## src/design/smsr_pkg.sv

```systemverilog
// shared types and constants for the shuffled minimal standard generator
// no dependencies; imported by every module of the block but smsr_ram
package smsr_pkg;

    localparam int          TABLE_DEPTH_DEF = 32;
    localparam int          WARMUP_EXTRA    = 8;
    localparam logic [14:0] LEHMER_MUL      = 15'd16807;
    localparam logic [30:0] LEHMER_MOD      = 31'h7FFF_FFFF;
    localparam logic [30:0] NEAR_ONE_LIMIT  = 31'd2147483389;

    typedef enum logic [3:0] {
        ST_IDLE,
        ST_SEED_MUL,
        ST_SEED_FOLD,
        ST_DIV,
        ST_DRAW_MUL,
        ST_DRAW_FOLD,
        ST_SWAP,
        ST_OUT
    } ctrl_state_t;

    typedef struct packed {
        logic load_seed;
        logic mul;
        logic fold;
        logic q_clear;
        logic q_step;
        logic rd;
        logic wr_fill;
        logic wr_draw;
        logic take_pick_state;
        logic take_pick_ram;
        logic out_load;
    } dp_cmd_t;

    typedef struct packed {
        logic last_pick_zero;
        logic q_done;
    } dp_status_t;

endpackage

```

## src/design/shuffled_minimal_standard_random_core.sv

```systemverilog
// draw: an accepted transaction runs through the slot search, the multiply/fold step,
// the table swap and the result load, at any table depth; the load waits on result_stall
// seed, or first draw after reset: the warm-up steps that fill the table come first
// one transaction in flight; the next is taken while the result register still waits
// reset: state 1, last pick 0 (first draw seeds with 1); shuffle table is not cleared
// top level of the shuffled minimal standard generator
// depends on smsr_pkg, smsr_ctrl, smsr_dp, smsr_ram
module shuffled_minimal_standard_random_core import smsr_pkg::*; #(
    parameter int TABLE_DEPTH = TABLE_DEPTH_DEF
) (
    input  logic        clk,
    input  logic        rst_n,
    input  logic        item_valid,
    output logic        item_stall,
    input  logic        action,
    input  logic [30:0] seed_value,
    output logic        result_valid,
    input  logic        result_stall,
    output logic [30:0] sample,
    output logic        near_one
);

    localparam int CNT_W = $clog2(TABLE_DEPTH + WARMUP_EXTRA);

    dp_cmd_t          cmd;
    dp_status_t       status;
    logic [CNT_W-1:0] fill_idx;

    smsr_ctrl #(
        .TABLE_DEPTH(TABLE_DEPTH),
        .CNT_W      (CNT_W)
    ) u_ctrl (
        .clk          (clk),
        .rst_n        (rst_n),
        .item_valid   (item_valid),
        .item_stall   (item_stall),
        .action       (action),
        .result_valid (result_valid),
        .result_stall (result_stall),
        .status       (status),
        .cmd          (cmd),
        .fill_idx     (fill_idx)
    );

    smsr_dp #(
        .TABLE_DEPTH(TABLE_DEPTH),
        .CNT_W      (CNT_W)
    ) u_dp (
        .clk        (clk),
        .rst_n      (rst_n),
        .action     (action),
        .seed_value (seed_value),
        .cmd        (cmd),
        .fill_idx   (fill_idx),
        .status     (status),
        .sample     (sample),
        .near_one   (near_one)
    );

endmodule

```

## src/design/smsr_ram.sv

```systemverilog
// generic single-port-write, single-read ram with registered read data
// no dependencies
module smsr_ram #(
    parameter int WIDTH = 31,
    parameter int DEPTH = 32
) (
    input  logic                                   clk,
    input  logic                                   we,
    input  logic [(DEPTH > 1 ? $clog2(DEPTH) : 1)-1:0] waddr,
    input  logic [WIDTH-1:0]                       wdata,
    input  logic                                   re,
    input  logic [(DEPTH > 1 ? $clog2(DEPTH) : 1)-1:0] raddr,
    output logic [WIDTH-1:0]                       rdata
);

    logic [WIDTH-1:0] mem [DEPTH];
    logic [WIDTH-1:0] rdata_reg;

    always_ff @(posedge clk)
    begin
        if (we)
        begin
            mem[waddr] <= wdata;
        end
        if (re)
        begin
            rdata_reg <= mem[raddr];
        end
    end

    assign rdata = rdata_reg;

endmodule

```

## src/design/smsr_ctrl.sv

```systemverilog
// controller state machine: sequences seeding, warm-up, slot search and draw
// depends on smsr_pkg
module smsr_ctrl import smsr_pkg::*; #(
    parameter int TABLE_DEPTH = TABLE_DEPTH_DEF,
    parameter int CNT_W       = $clog2(TABLE_DEPTH + WARMUP_EXTRA)
) (
    input  logic             clk,
    input  logic             rst_n,
    input  logic             item_valid,
    output logic             item_stall,
    input  logic             action,
    output logic             result_valid,
    input  logic             result_stall,
    input  dp_status_t       status,
    output dp_cmd_t          cmd,
    output logic [CNT_W-1:0] fill_idx
);

    localparam logic [CNT_W-1:0] FILL_START = CNT_W'(TABLE_DEPTH + WARMUP_EXTRA - 1);
    localparam logic [CNT_W-1:0] DEPTH_C    = CNT_W'(TABLE_DEPTH);

    ctrl_state_t      state_reg, state_next;
    logic [CNT_W-1:0] cnt_reg, cnt_next;
    logic             out_valid_reg, out_valid_next;
    logic             out_free;

    always_ff @(posedge clk or negedge rst_n)
    begin
        if (!rst_n)
        begin
            state_reg     <= ST_IDLE;
            cnt_reg       <= '0;
            out_valid_reg <= 1'b0;
        end
        else
        begin
            state_reg     <= state_next;
            cnt_reg       <= cnt_next;
            out_valid_reg <= out_valid_next;
        end
    end

    assign out_free = !out_valid_reg || !result_stall;

    always_comb
    begin
        state_next = state_reg;
        cnt_next   = cnt_reg;
        cmd        = '0;
        item_stall = 1'b1;
        case (state_reg)
            ST_IDLE:
            begin
                item_stall = 1'b0;
                if (item_valid)
                begin
                    cmd.q_clear = 1'b1;
                    if (action || status.last_pick_zero)
                    begin
                        // a draw before any seed starts from seed one
                        cmd.load_seed = 1'b1;
                        cnt_next      = FILL_START;
                        state_next    = ST_SEED_MUL;
                    end
                    else
                    begin
                        state_next = ST_DIV;
                    end
                end
            end
            ST_SEED_MUL:
            begin
                cmd.mul    = 1'b1;
                state_next = ST_SEED_FOLD;
            end
            ST_SEED_FOLD:
            begin
                cmd.fold    = 1'b1;
                cmd.wr_fill = (cnt_reg < DEPTH_C);
                if (cnt_reg == '0)
                begin
                    // last warm-up step lands in entry 0 and becomes the pick
                    cmd.take_pick_state = 1'b1;
                    cmd.q_clear         = 1'b1;
                    state_next          = ST_DIV;
                end
                else
                begin
                    cnt_next   = cnt_reg - 1'b1;
                    state_next = ST_SEED_MUL;
                end
            end
            ST_DIV:
            begin
                cmd.q_step = 1'b1;
                if (status.q_done)
                begin
                    state_next = ST_DRAW_MUL;
                end
            end
            ST_DRAW_MUL:
            begin
                cmd.mul    = 1'b1;
                state_next = ST_DRAW_FOLD;
            end
            ST_DRAW_FOLD:
            begin
                cmd.fold   = 1'b1;
                cmd.rd     = 1'b1;
                state_next = ST_SWAP;
            end
            ST_SWAP:
            begin
                cmd.take_pick_ram = 1'b1;
                cmd.wr_draw       = 1'b1;
                state_next        = ST_OUT;
            end
            ST_OUT:
            begin
                if (out_free)
                begin
                    cmd.out_load = 1'b1;
                    state_next   = ST_IDLE;
                end
            end
            default:
            begin
                state_next = ST_IDLE;
            end
        endcase
    end

    always_comb
    begin
        out_valid_next = out_valid_reg;
        if (cmd.out_load)
        begin
            out_valid_next = 1'b1;
        end
        else if (out_valid_reg && !result_stall)
        begin
            out_valid_next = 1'b0;
        end
    end

    assign result_valid = out_valid_reg;
    assign fill_idx     = cnt_reg;

endmodule

```

## src/design/smsr_dp.sv

```systemverilog
// datapath: lehmer multiply and fold, slot search, shuffle table, result register
// depends on smsr_pkg and smsr_ram
module smsr_dp import smsr_pkg::*; #(
    parameter int TABLE_DEPTH = TABLE_DEPTH_DEF,
    parameter int CNT_W       = $clog2(TABLE_DEPTH + WARMUP_EXTRA)
) (
    input  logic             clk,
    input  logic             rst_n,
    input  logic             action,
    input  logic [30:0]      seed_value,
    input  dp_cmd_t          cmd,
    input  logic [CNT_W-1:0] fill_idx,
    output dp_status_t       status,
    output logic [30:0]      sample,
    output logic             near_one
);

    localparam int          SLOT_W   = (TABLE_DEPTH > 1) ? $clog2(TABLE_DEPTH) : 1;
    localparam logic [30:0] SLOT_DIV = 31'(1 + (64'(LEHMER_MOD) - 64'd1) / TABLE_DEPTH);
    localparam logic [8:0]  RECIP    = 9'(64'h8000_0000 / 64'(SLOT_DIV));

    logic [30:0]       lehmer_reg;
    logic [30:0]       last_pick_reg;
    logic [45:0]       prod_reg;
    logic [SLOT_W-1:0] q_reg;
    logic              q_phase_reg;
    logic [30:0]       sample_reg;
    logic              near_one_reg;

    logic [30:0]       seed_raw;
    logic [30:0]       seed_fixed;
    logic [31:0]       fold_sum;
    logic [31:0]       fold_sub;
    logic [30:0]       folded;
    logic [39:0]       est_prod;
    logic [SLOT_W:0]   trial;
    logic [SLOT_W+31:0] trial_prod;
    logic [SLOT_W-1:0] slot;
    logic [SLOT_W-1:0] ram_waddr;
    logic [30:0]       ram_wdata;
    logic [30:0]       ram_rdata;
    logic              ram_we;

    assign seed_raw   = action ? seed_value : 31'd0;
    // zero and the modulus itself would lock the generator at zero
    assign seed_fixed = (seed_raw == 31'd0 || seed_raw == LEHMER_MOD) ? 31'd1 : seed_raw;

    // 2^31 == 1 mod (2^31-1): fold the high part onto the low part
    assign fold_sum = {1'b0, prod_reg[30:0]} + {17'd0, prod_reg[45:31]};
    assign fold_sub = fold_sum - {1'b0, LEHMER_MOD};
    assign folded   = (fold_sum >= {1'b0, LEHMER_MOD}) ? fold_sub[30:0] : fold_sum[30:0];

    // slot search: reciprocal estimate is exact or one low, then one correction step
    assign est_prod   = 40'(last_pick_reg) * 40'(RECIP);
    assign trial      = {1'b0, q_reg} + (SLOT_W + 1)'(1);
    assign trial_prod = (SLOT_W + 32)'(trial) * (SLOT_W + 32)'(SLOT_DIV);
    assign slot       = ({1'b0, q_reg} >= (SLOT_W + 1)'(TABLE_DEPTH))
                        ? SLOT_W'(TABLE_DEPTH - 1) : q_reg;

    always_ff @(posedge clk or negedge rst_n)
    begin
        if (!rst_n)
        begin
            lehmer_reg    <= 31'd1;
            last_pick_reg <= 31'd0;
        end
        else
        begin
            if (cmd.load_seed)
            begin
                lehmer_reg <= seed_fixed;
            end
            else if (cmd.fold)
            begin
                lehmer_reg <= folded;
            end
            if (cmd.take_pick_state)
            begin
                last_pick_reg <= folded;
            end
            else if (cmd.take_pick_ram)
            begin
                last_pick_reg <= ram_rdata;
            end
        end
    end

    always_ff @(posedge clk)
    begin
        if (cmd.mul)
        begin
            prod_reg <= {15'd0, lehmer_reg} * {31'd0, LEHMER_MUL};
        end
        if (cmd.q_clear)
        begin
            q_reg       <= '0;
            q_phase_reg <= 1'b0;
        end
        else if (cmd.q_step)
        begin
            if (!q_phase_reg)
            begin
                q_reg       <= est_prod[31 +: SLOT_W];
                q_phase_reg <= 1'b1;
            end
            else if (trial_prod <= (SLOT_W + 32)'(last_pick_reg))
            begin
                q_reg <= trial[SLOT_W-1:0];
            end
        end
        if (cmd.out_load)
        begin
            sample_reg   <= last_pick_reg;
            near_one_reg <= (last_pick_reg > NEAR_ONE_LIMIT);
        end
    end

    assign ram_we    = cmd.wr_fill || cmd.wr_draw;
    assign ram_waddr = cmd.wr_fill ? fill_idx[SLOT_W-1:0] : slot;
    assign ram_wdata = cmd.wr_fill ? folded : lehmer_reg;

    smsr_ram #(
        .WIDTH(31),
        .DEPTH(TABLE_DEPTH)
    ) u_table (
        .clk   (clk),
        .we    (ram_we),
        .waddr (ram_waddr),
        .wdata (ram_wdata),
        .re    (cmd.rd),
        .raddr (slot),
        .rdata (ram_rdata)
    );

    assign status.last_pick_zero = (last_pick_reg == 31'd0);
    assign status.q_done         = q_phase_reg;
    assign sample                = sample_reg;
    assign near_one              = near_one_reg;

endmodule

```

## config.mk

```make
export PLATFORM = sky130hd
export DESIGN_NAME = shuffled_minimal_standard_random_core
export DESIGN_NICKNAME = d
export VERILOG_FILES = /design/src/design/smsr_pkg.sv /design/src/design/shuffled_minimal_standard_random_core.sv /design/src/design/smsr_ram.sv /design/src/design/smsr_ctrl.sv /design/src/design/smsr_dp.sv
export SDC_FILE = /design/constraint.sdc
export NUM_CORES = 2
export LEC_CHECK = 0
export ABC_AREA = 1
export BUFFER_PORTS_ARGS = -buffer_cell sky130_fd_sc_hd__clkbuf_2
export CAP_MARGIN = 20
export CORE_MARGIN = 2
export CORE_UTILIZATION = 60
export DETAILED_ROUTE_END_ITERATION = 7
export GPL_TIMING_DRIVEN = 0
export HOLD_SLACK_MARGIN = 0.05
export MAX_ROUTING_LAYER = met4
export PLACE_DENSITY_LB_ADDON = 0.05
export RECOVER_POWER = 100
export SYNTH_ARGS = -nofsm -noshare
export SYNTH_HDL_FRONTEND = slang
export SYNTH_SLANG_ARGS = --single-unit
```

## constraint.sdc

```tcl
create_clock -name clk -period 14.97 [get_ports clk]
set_input_delay 4.491 -clock clk [delete_from_list [all_inputs] [get_ports clk]]
set_output_delay 4.491 -clock clk [all_outputs]
set_load 0.05 [all_outputs]
```

* Word-level counts from Yosys, hierarchy flattened
Memories as Yosys holds them, arrays and structs flattened. A register that Yosys moved wholly into a read port is not among the register bits.
Index checks and enable logic that the tools add are counted.
** Operators by class
- Equal/unequal tests :: 14
- Multipliers :: 1
- Reductions and logical operators :: 20
- Add/sub/neg operators :: 4
- Magnitude comparators :: 4
- Shifts and indexed selects :: 0
- Bitwise logic cells :: 0
- Mux-type cells :: 41
- Div/mod/pow operators :: 0
** Operator list (count)
- 2-to-1 mux 31 bit :: 8
- logical NOT 31 bit :: 2
- multiplier 31 x 15 -> 46 bit, second input constant :: 1
- adder 31 x 15 -> 32 bit :: 1
- >= comparator 32 x 31 -> 1 bit, second input constant :: 1
- <= comparator 32 x 31 -> 1 bit :: 1
- one-hot mux 4 bit (8 select lines) :: 1
- equality test 31 bit, second input constant :: 1
- > comparator 31 bit, second input constant :: 1
- subtractor 31 bit, second input constant :: 1
- 2-to-1 mux 1 bit :: 19
- 2-to-1 mux 6 bit :: 3
- equality test 4 x 3 -> 1 bit, second input constant :: 4
- 2-to-1 mux 5 bit :: 3
- 2-to-1 mux 4 bit :: 3
- one-hot mux 6 bit (2 select lines) :: 1
- equality test 4 x 2 -> 1 bit, second input constant :: 2
- nonzero test 2 bit :: 4
- adder 5 x 1 -> 6 bit, second input constant :: 1
- logical NOT 6 bit :: 1
- less-than comparator 6 bit, second input constant :: 1
- inequality test 2 x 1 -> 1 bit, second input constant :: 3
- inequality test 2 bit, second input constant :: 3
- subtractor 6 x 1 -> 6 bit, second input constant :: 1
- 11 further kinds :: 17
** Storage, ports and cells
- Output and inout bits :: 34
- Bits in latches :: 0
- RAM bits :: 992
- Register bits after elaboration :: 157
- Memories kept :: 1
- Input port bits :: 36
- Bits in read-only memories :: 0
- Word-level logic and storage cells :: 95
** Memories
- u_dp.u_table.mem :: depth 32, width 31, read ports 1, clocked after Yosys merged registers in 1, wr ports 1, RTL line smsr_ram.sv:16 : logic [WIDTH-1:0] mem [DEPTH];

* Depth between registers and ports, before layout
- Depth after elaboration :: 6
- Depth in mapped cells :: 26
- Depth with buffers taken out :: 26

* Modules after synthesis
A second synthesis with hierarchy kept.
** Second synthesis, totals
- Cell total of the unflattened synthesis :: 5806
- Area, all modules :: 59082.9 sq um
** By module, submodules not included
- smsr_ram :: times used 1, area an instance 40990.6 sq um, cells each 3426, seq. area each 30719.5 sq um
- smsr_dp :: times used 1, area an instance 17342.9 sq um, cells each 2268, seq. area each 4015.1 sq um
- smsr_ctrl :: times used 1, area an instance 749.5 sq um, cells each 112, seq. area each 250.2 sq um

* Least setup slack after synthesis
Ideal clock, no wire load.
- Path type :: input port to flip-flop
- Start point :: in result_stall
- End point :: reg u_dp.near_one_reg, in the netlist u_dp.near_one (enable)
- Library setup time :: 432 ps
- Setup slack :: 8491 ps
- Arrival time :: 6047 ps
- Required time :: 14538 ps
- Buffers on the path :: 0
- Cell stages on the path :: 1
- Path through :: a21oi_1
** Between the ends
- Cells in the longest elaborated chain, start to end :: 4
** RTL lines
- start, declared :: RTL line shuffled_minimal_standard_random_core.sv:18 : input logic result_stall,
- logical NOT 1 bit :: RTL line smsr_ctrl.sv:43 : assign out_free = !out_valid_reg || !result_stall;
- logical OR 1 bit :: RTL line smsr_ctrl.sv:43
- 2-to-1 mux 1 bit :: RTL line smsr_ctrl.sv:120 : if (out_free)
- 2-to-1 mux 1 bit :: RTL line smsr_ctrl.sv:51 : case (state_reg)
- end signal, assigned :: RTL line smsr_dp.sv:114 : near_one_reg <= (last_pick_reg > NEAR_ONE_LIMIT);
- end, declared :: RTL line smsr_dp.sv:28 : logic near_one_reg;
Every way passes these cells.
A chain may end at the register's enable or synchronous reset.

* Worst setup path after layout
- Start point :: reg u_dp.lehmer_reg[13]
- End point :: reg u_dp.prod_reg[44] (data pin)
** Between the ends
- Cells in the longest elaborated chain, start to end :: 1
** RTL lines
- start, declared :: RTL line smsr_dp.sv:22 : logic [30:0] lehmer_reg;
- start signal, assigned :: RTL line smsr_dp.sv:71 : lehmer_reg <= seed_fixed;
- start signal, assigned :: RTL line smsr_dp.sv:75 : lehmer_reg <= folded;
- multiplier 31 x 15 -> 46 bit :: RTL line smsr_dp.sv:92 : prod_reg <= {15'd0, lehmer_reg} * {31'd0, LEHMER_MUL};
- end signal, assigned :: RTL line smsr_dp.sv:92
- end, declared :: RTL line smsr_dp.sv:24 : logic [45:0] prod_reg;
Every way passes these cells.

==> metrics.txt <==
outcome=complete, but fails checks; failing checks=max-capacitance violations, max-slew violations; Starting DRT DRC Count=6422; Post-Route Utilization=66.6%; Worst Hold Depth=0; routability cong.=0.992; CTS root buf=clkbuf_16; register bit total from synthesis=1179; Max Buffers Root-to-Sink=3; top_reg_cell synth=edfxtp_1; placeable core area=0.0949 mm²; die outline area=0.0981 mm²; flop-to-flop setup slack=7.60 ns; first element of the critical path=u_dp.lehmer_reg[13]; number of global-route vias before repair=40.8k; Hold Path Class=reg -> reg; Routed wire per std cell=28.2 µm; Boundary Pins=70; fill count=7530; residual DRC count=0; initial core utilization=60.5%; worst reg2reg startpoint=u_dp.lehmer_reg[13]; post-cts resize count=0; Async S/R FF share, synth=6.11%; insertion delay to the later sink of the worst-skew pair=0.77 ns; Final Hold Violating Endpoints=0; part of the cycle the worst path needs=49.2%; # port buffers=68; number of distinct library cells after synthesis=54; share of the yosys chip area belonging to registers=61.0%; number of flops mapped to enable cells by yosys=1101; Pins Over Slew Limit=1787; arrival time at the worst endpoint=7.76 ns; vertical die dimension=313 µm; count of hold-fix buffers inserted at cts=0; number of rows created at floorplan=113; Total Neg Setup Slack=0 ns; end point of the most critical hold path=u_dp.sample[1]; Synth top area share=57.6%; routed vias/inst=6.34; Slew HR=-225%; antenna violations before repair=10; setup fix buffers added after clock tree synthesis=0; number of max-cap violations=77; Final Net Count=5890; total met3 wirelength after detailed routing=26.2 mm; worst slew pin tran=4.82 ns; register clock-pin slew on the reported worst setup and hold paths=0.06 ns; Fmax achieved=0.136 GHz; endpoint of the most critical register-to-register path=u_dp.prod_reg[44]; Syn-to-layout area delta=10.2%; Routed WL=194 mm; depth of the worst register-to-register path=22; leading post-synthesis cells by instance count=edfxtp_1, nor2_1, o21ai_0; Setup-failing EPs final=0; net count after synthesis=5638; largest fanout on the critical path=7; clock net sink count=1179; synthesized area=0.0574 mm²; dominant cell type by area after synthesis=edfxtp_1; Horiz. Die Dim=313 µm; fraction of layout cells with a size suffix above 1=5.15%; H-tree level count=3; time the final worst path needs with I/O delays and setup=7.37 ns; wire length of the first global-routing pass=277 mm; pin count of the biggest net entering global routing=51; endpoint kind of the worst setup timing path=flop; cts bufs inserted=114; GRT Residual Overflow=0; number of synthesis warnings=0; cell count after synthesis=5258; kind of start point of the critical path=flop; met2 wire len=82.7 mm; uppermost layer routed=met4; cell with the most instances after synthesis=edfxtp_1; ranking of synthesized cells by area=edfxtp_1, o21ai_0, nor2_1; HPWL Detailed=142 mm; CP required=15.36 ns; number of iterations in the first detailed-routing pass=8; residual antenna-violating net count after detailed routing=0; class of the most critical setup path=reg -> reg; total number of vias=43.6k; hold path startpoint=u_dp.last_pick_reg[1]; setup repair after global routing missed its margin=false; TritonCTS clock tree=done; Mapped Avg Cell Area=10.9 µm²; overall global routing resource usage=40.6%; flip-flop count of the largest register, all copies and words added=992; met1 wire length=75.9 mm; setup skew after layout=0.100 ns
[worst max-delay path by stage]
stage	slack, ns	endpoint
floorplan	8.49	u_dp.near_one
global placement	7.18	u_dp.u_table.mem[4][18]
detailed placement	7.79	u_dp.lehmer_reg[2]
CTS	8.00	u_dp.prod_reg[43]
global route	6.97	u_dp.lehmer_reg[4]
finish	7.60	u_dp.prod_reg[44]
[layer usage]
metal  vias up  track usage (%)
met1     21300             56.8
met4         0             16.1
met5         -                -
li1      18900                -
met2      2925             56.9
met3       490             10.9
[stage by stage]
step / instances / setup slack (ns) / hold WS, ns / cell area, µm²
global placement: 6591 / 7.18 / 0.434 / 59300
global route: 6876 / 6.97 / 0.458 / 63200
detailed placement: 6655 / 7.79 / 0.430 / 61300
CTS: 6869 / 8.00 / 0.444 / 64900
finish: 6881 / 7.60 / 0.443 / 63200
floorplan: 5258 / 8.49 / 0.425 / 57400
[worst max-delay path, stage by stage (launching register included)]
cell and delay, ns:
dfrtp_1 0.65, inv_1 0.25, fa_1 0.59, inv_1 0.04, ha_1 0.26, inv_1 0.06, fa_1 0.49, fa_1 0.58
fa_1 0.44, fa_1 0.51, inv_1 0.05, ha_1 0.36, nand2_1 0.12, nor2_1 0.15, nand4_1 0.09, o21ai_0 0.44
a21boi_0 0.24, o21ai_0 0.58, a21boi_0 0.32, o21ai_0 0.44, nand2_1 0.14, nand3_1 0.10, nand2_1 0.13
[placed cells by master, fill, tap and decap left out, types with 32 or more instances in the layout]
cell          n
clkbuf_1    353
nor2_1      811
xor2_1       47
nand2_2      37
clkbuf_16   115
ha_1        210
nand3_1     166
a21oi_1      99
clkinv_1     32
o21ai_0     692
o22ai_1     299
edfxtp_1   1101
nand2_1     612
dfrtp_1      71
nand4_1      39
fa_1        134
inv_1       508
[area by class of cell]
cell class | count | area [µm²] | area share [%]
inverters | 521 | 1960 | 3.10
multi-input cells | 3313 | 19500 | 30.8
diodes | 8 | 20.0 | 0.0317
flip-flops and latches | 1179 | 35000 | 55.4
clock inverters | 73 | 609 | 0.965
plain buffers | 245 | 923 | 1.46
clock buffers | 141 | 3010 | 4.76
well taps | 1265 | 1580 | 2.51
repair buffers | 136 | 624 | 0.988
[cells by family (layout without fill, tap and decap cells)]
| group | after synthesis | in the layout | share of synthesized area [%] |
|---|---|---|---|
| adder cells (fa/ha/maj) | 344 | 344 | 9.26 |
| buffers and inverters | 766 | 1116 | 5.06 |
| AO/OA/AOI/OAI | 1176 | 1176 | 11.3 |
| flip-flops | 1179 | 1179 | 61.0 |
| XOR/XNOR | 59 | 59 | 0.901 |
| multiplexers | 1 | 1 | 0.0196 |
| other | 0 | 8 | 0 |
| AND/OR/NAND/NOR | 1733 | 1733 | 12.5 |
Power is not shown: default switching activity piles up to over one toggle a cycle in this logic, so the estimate is an artifact.
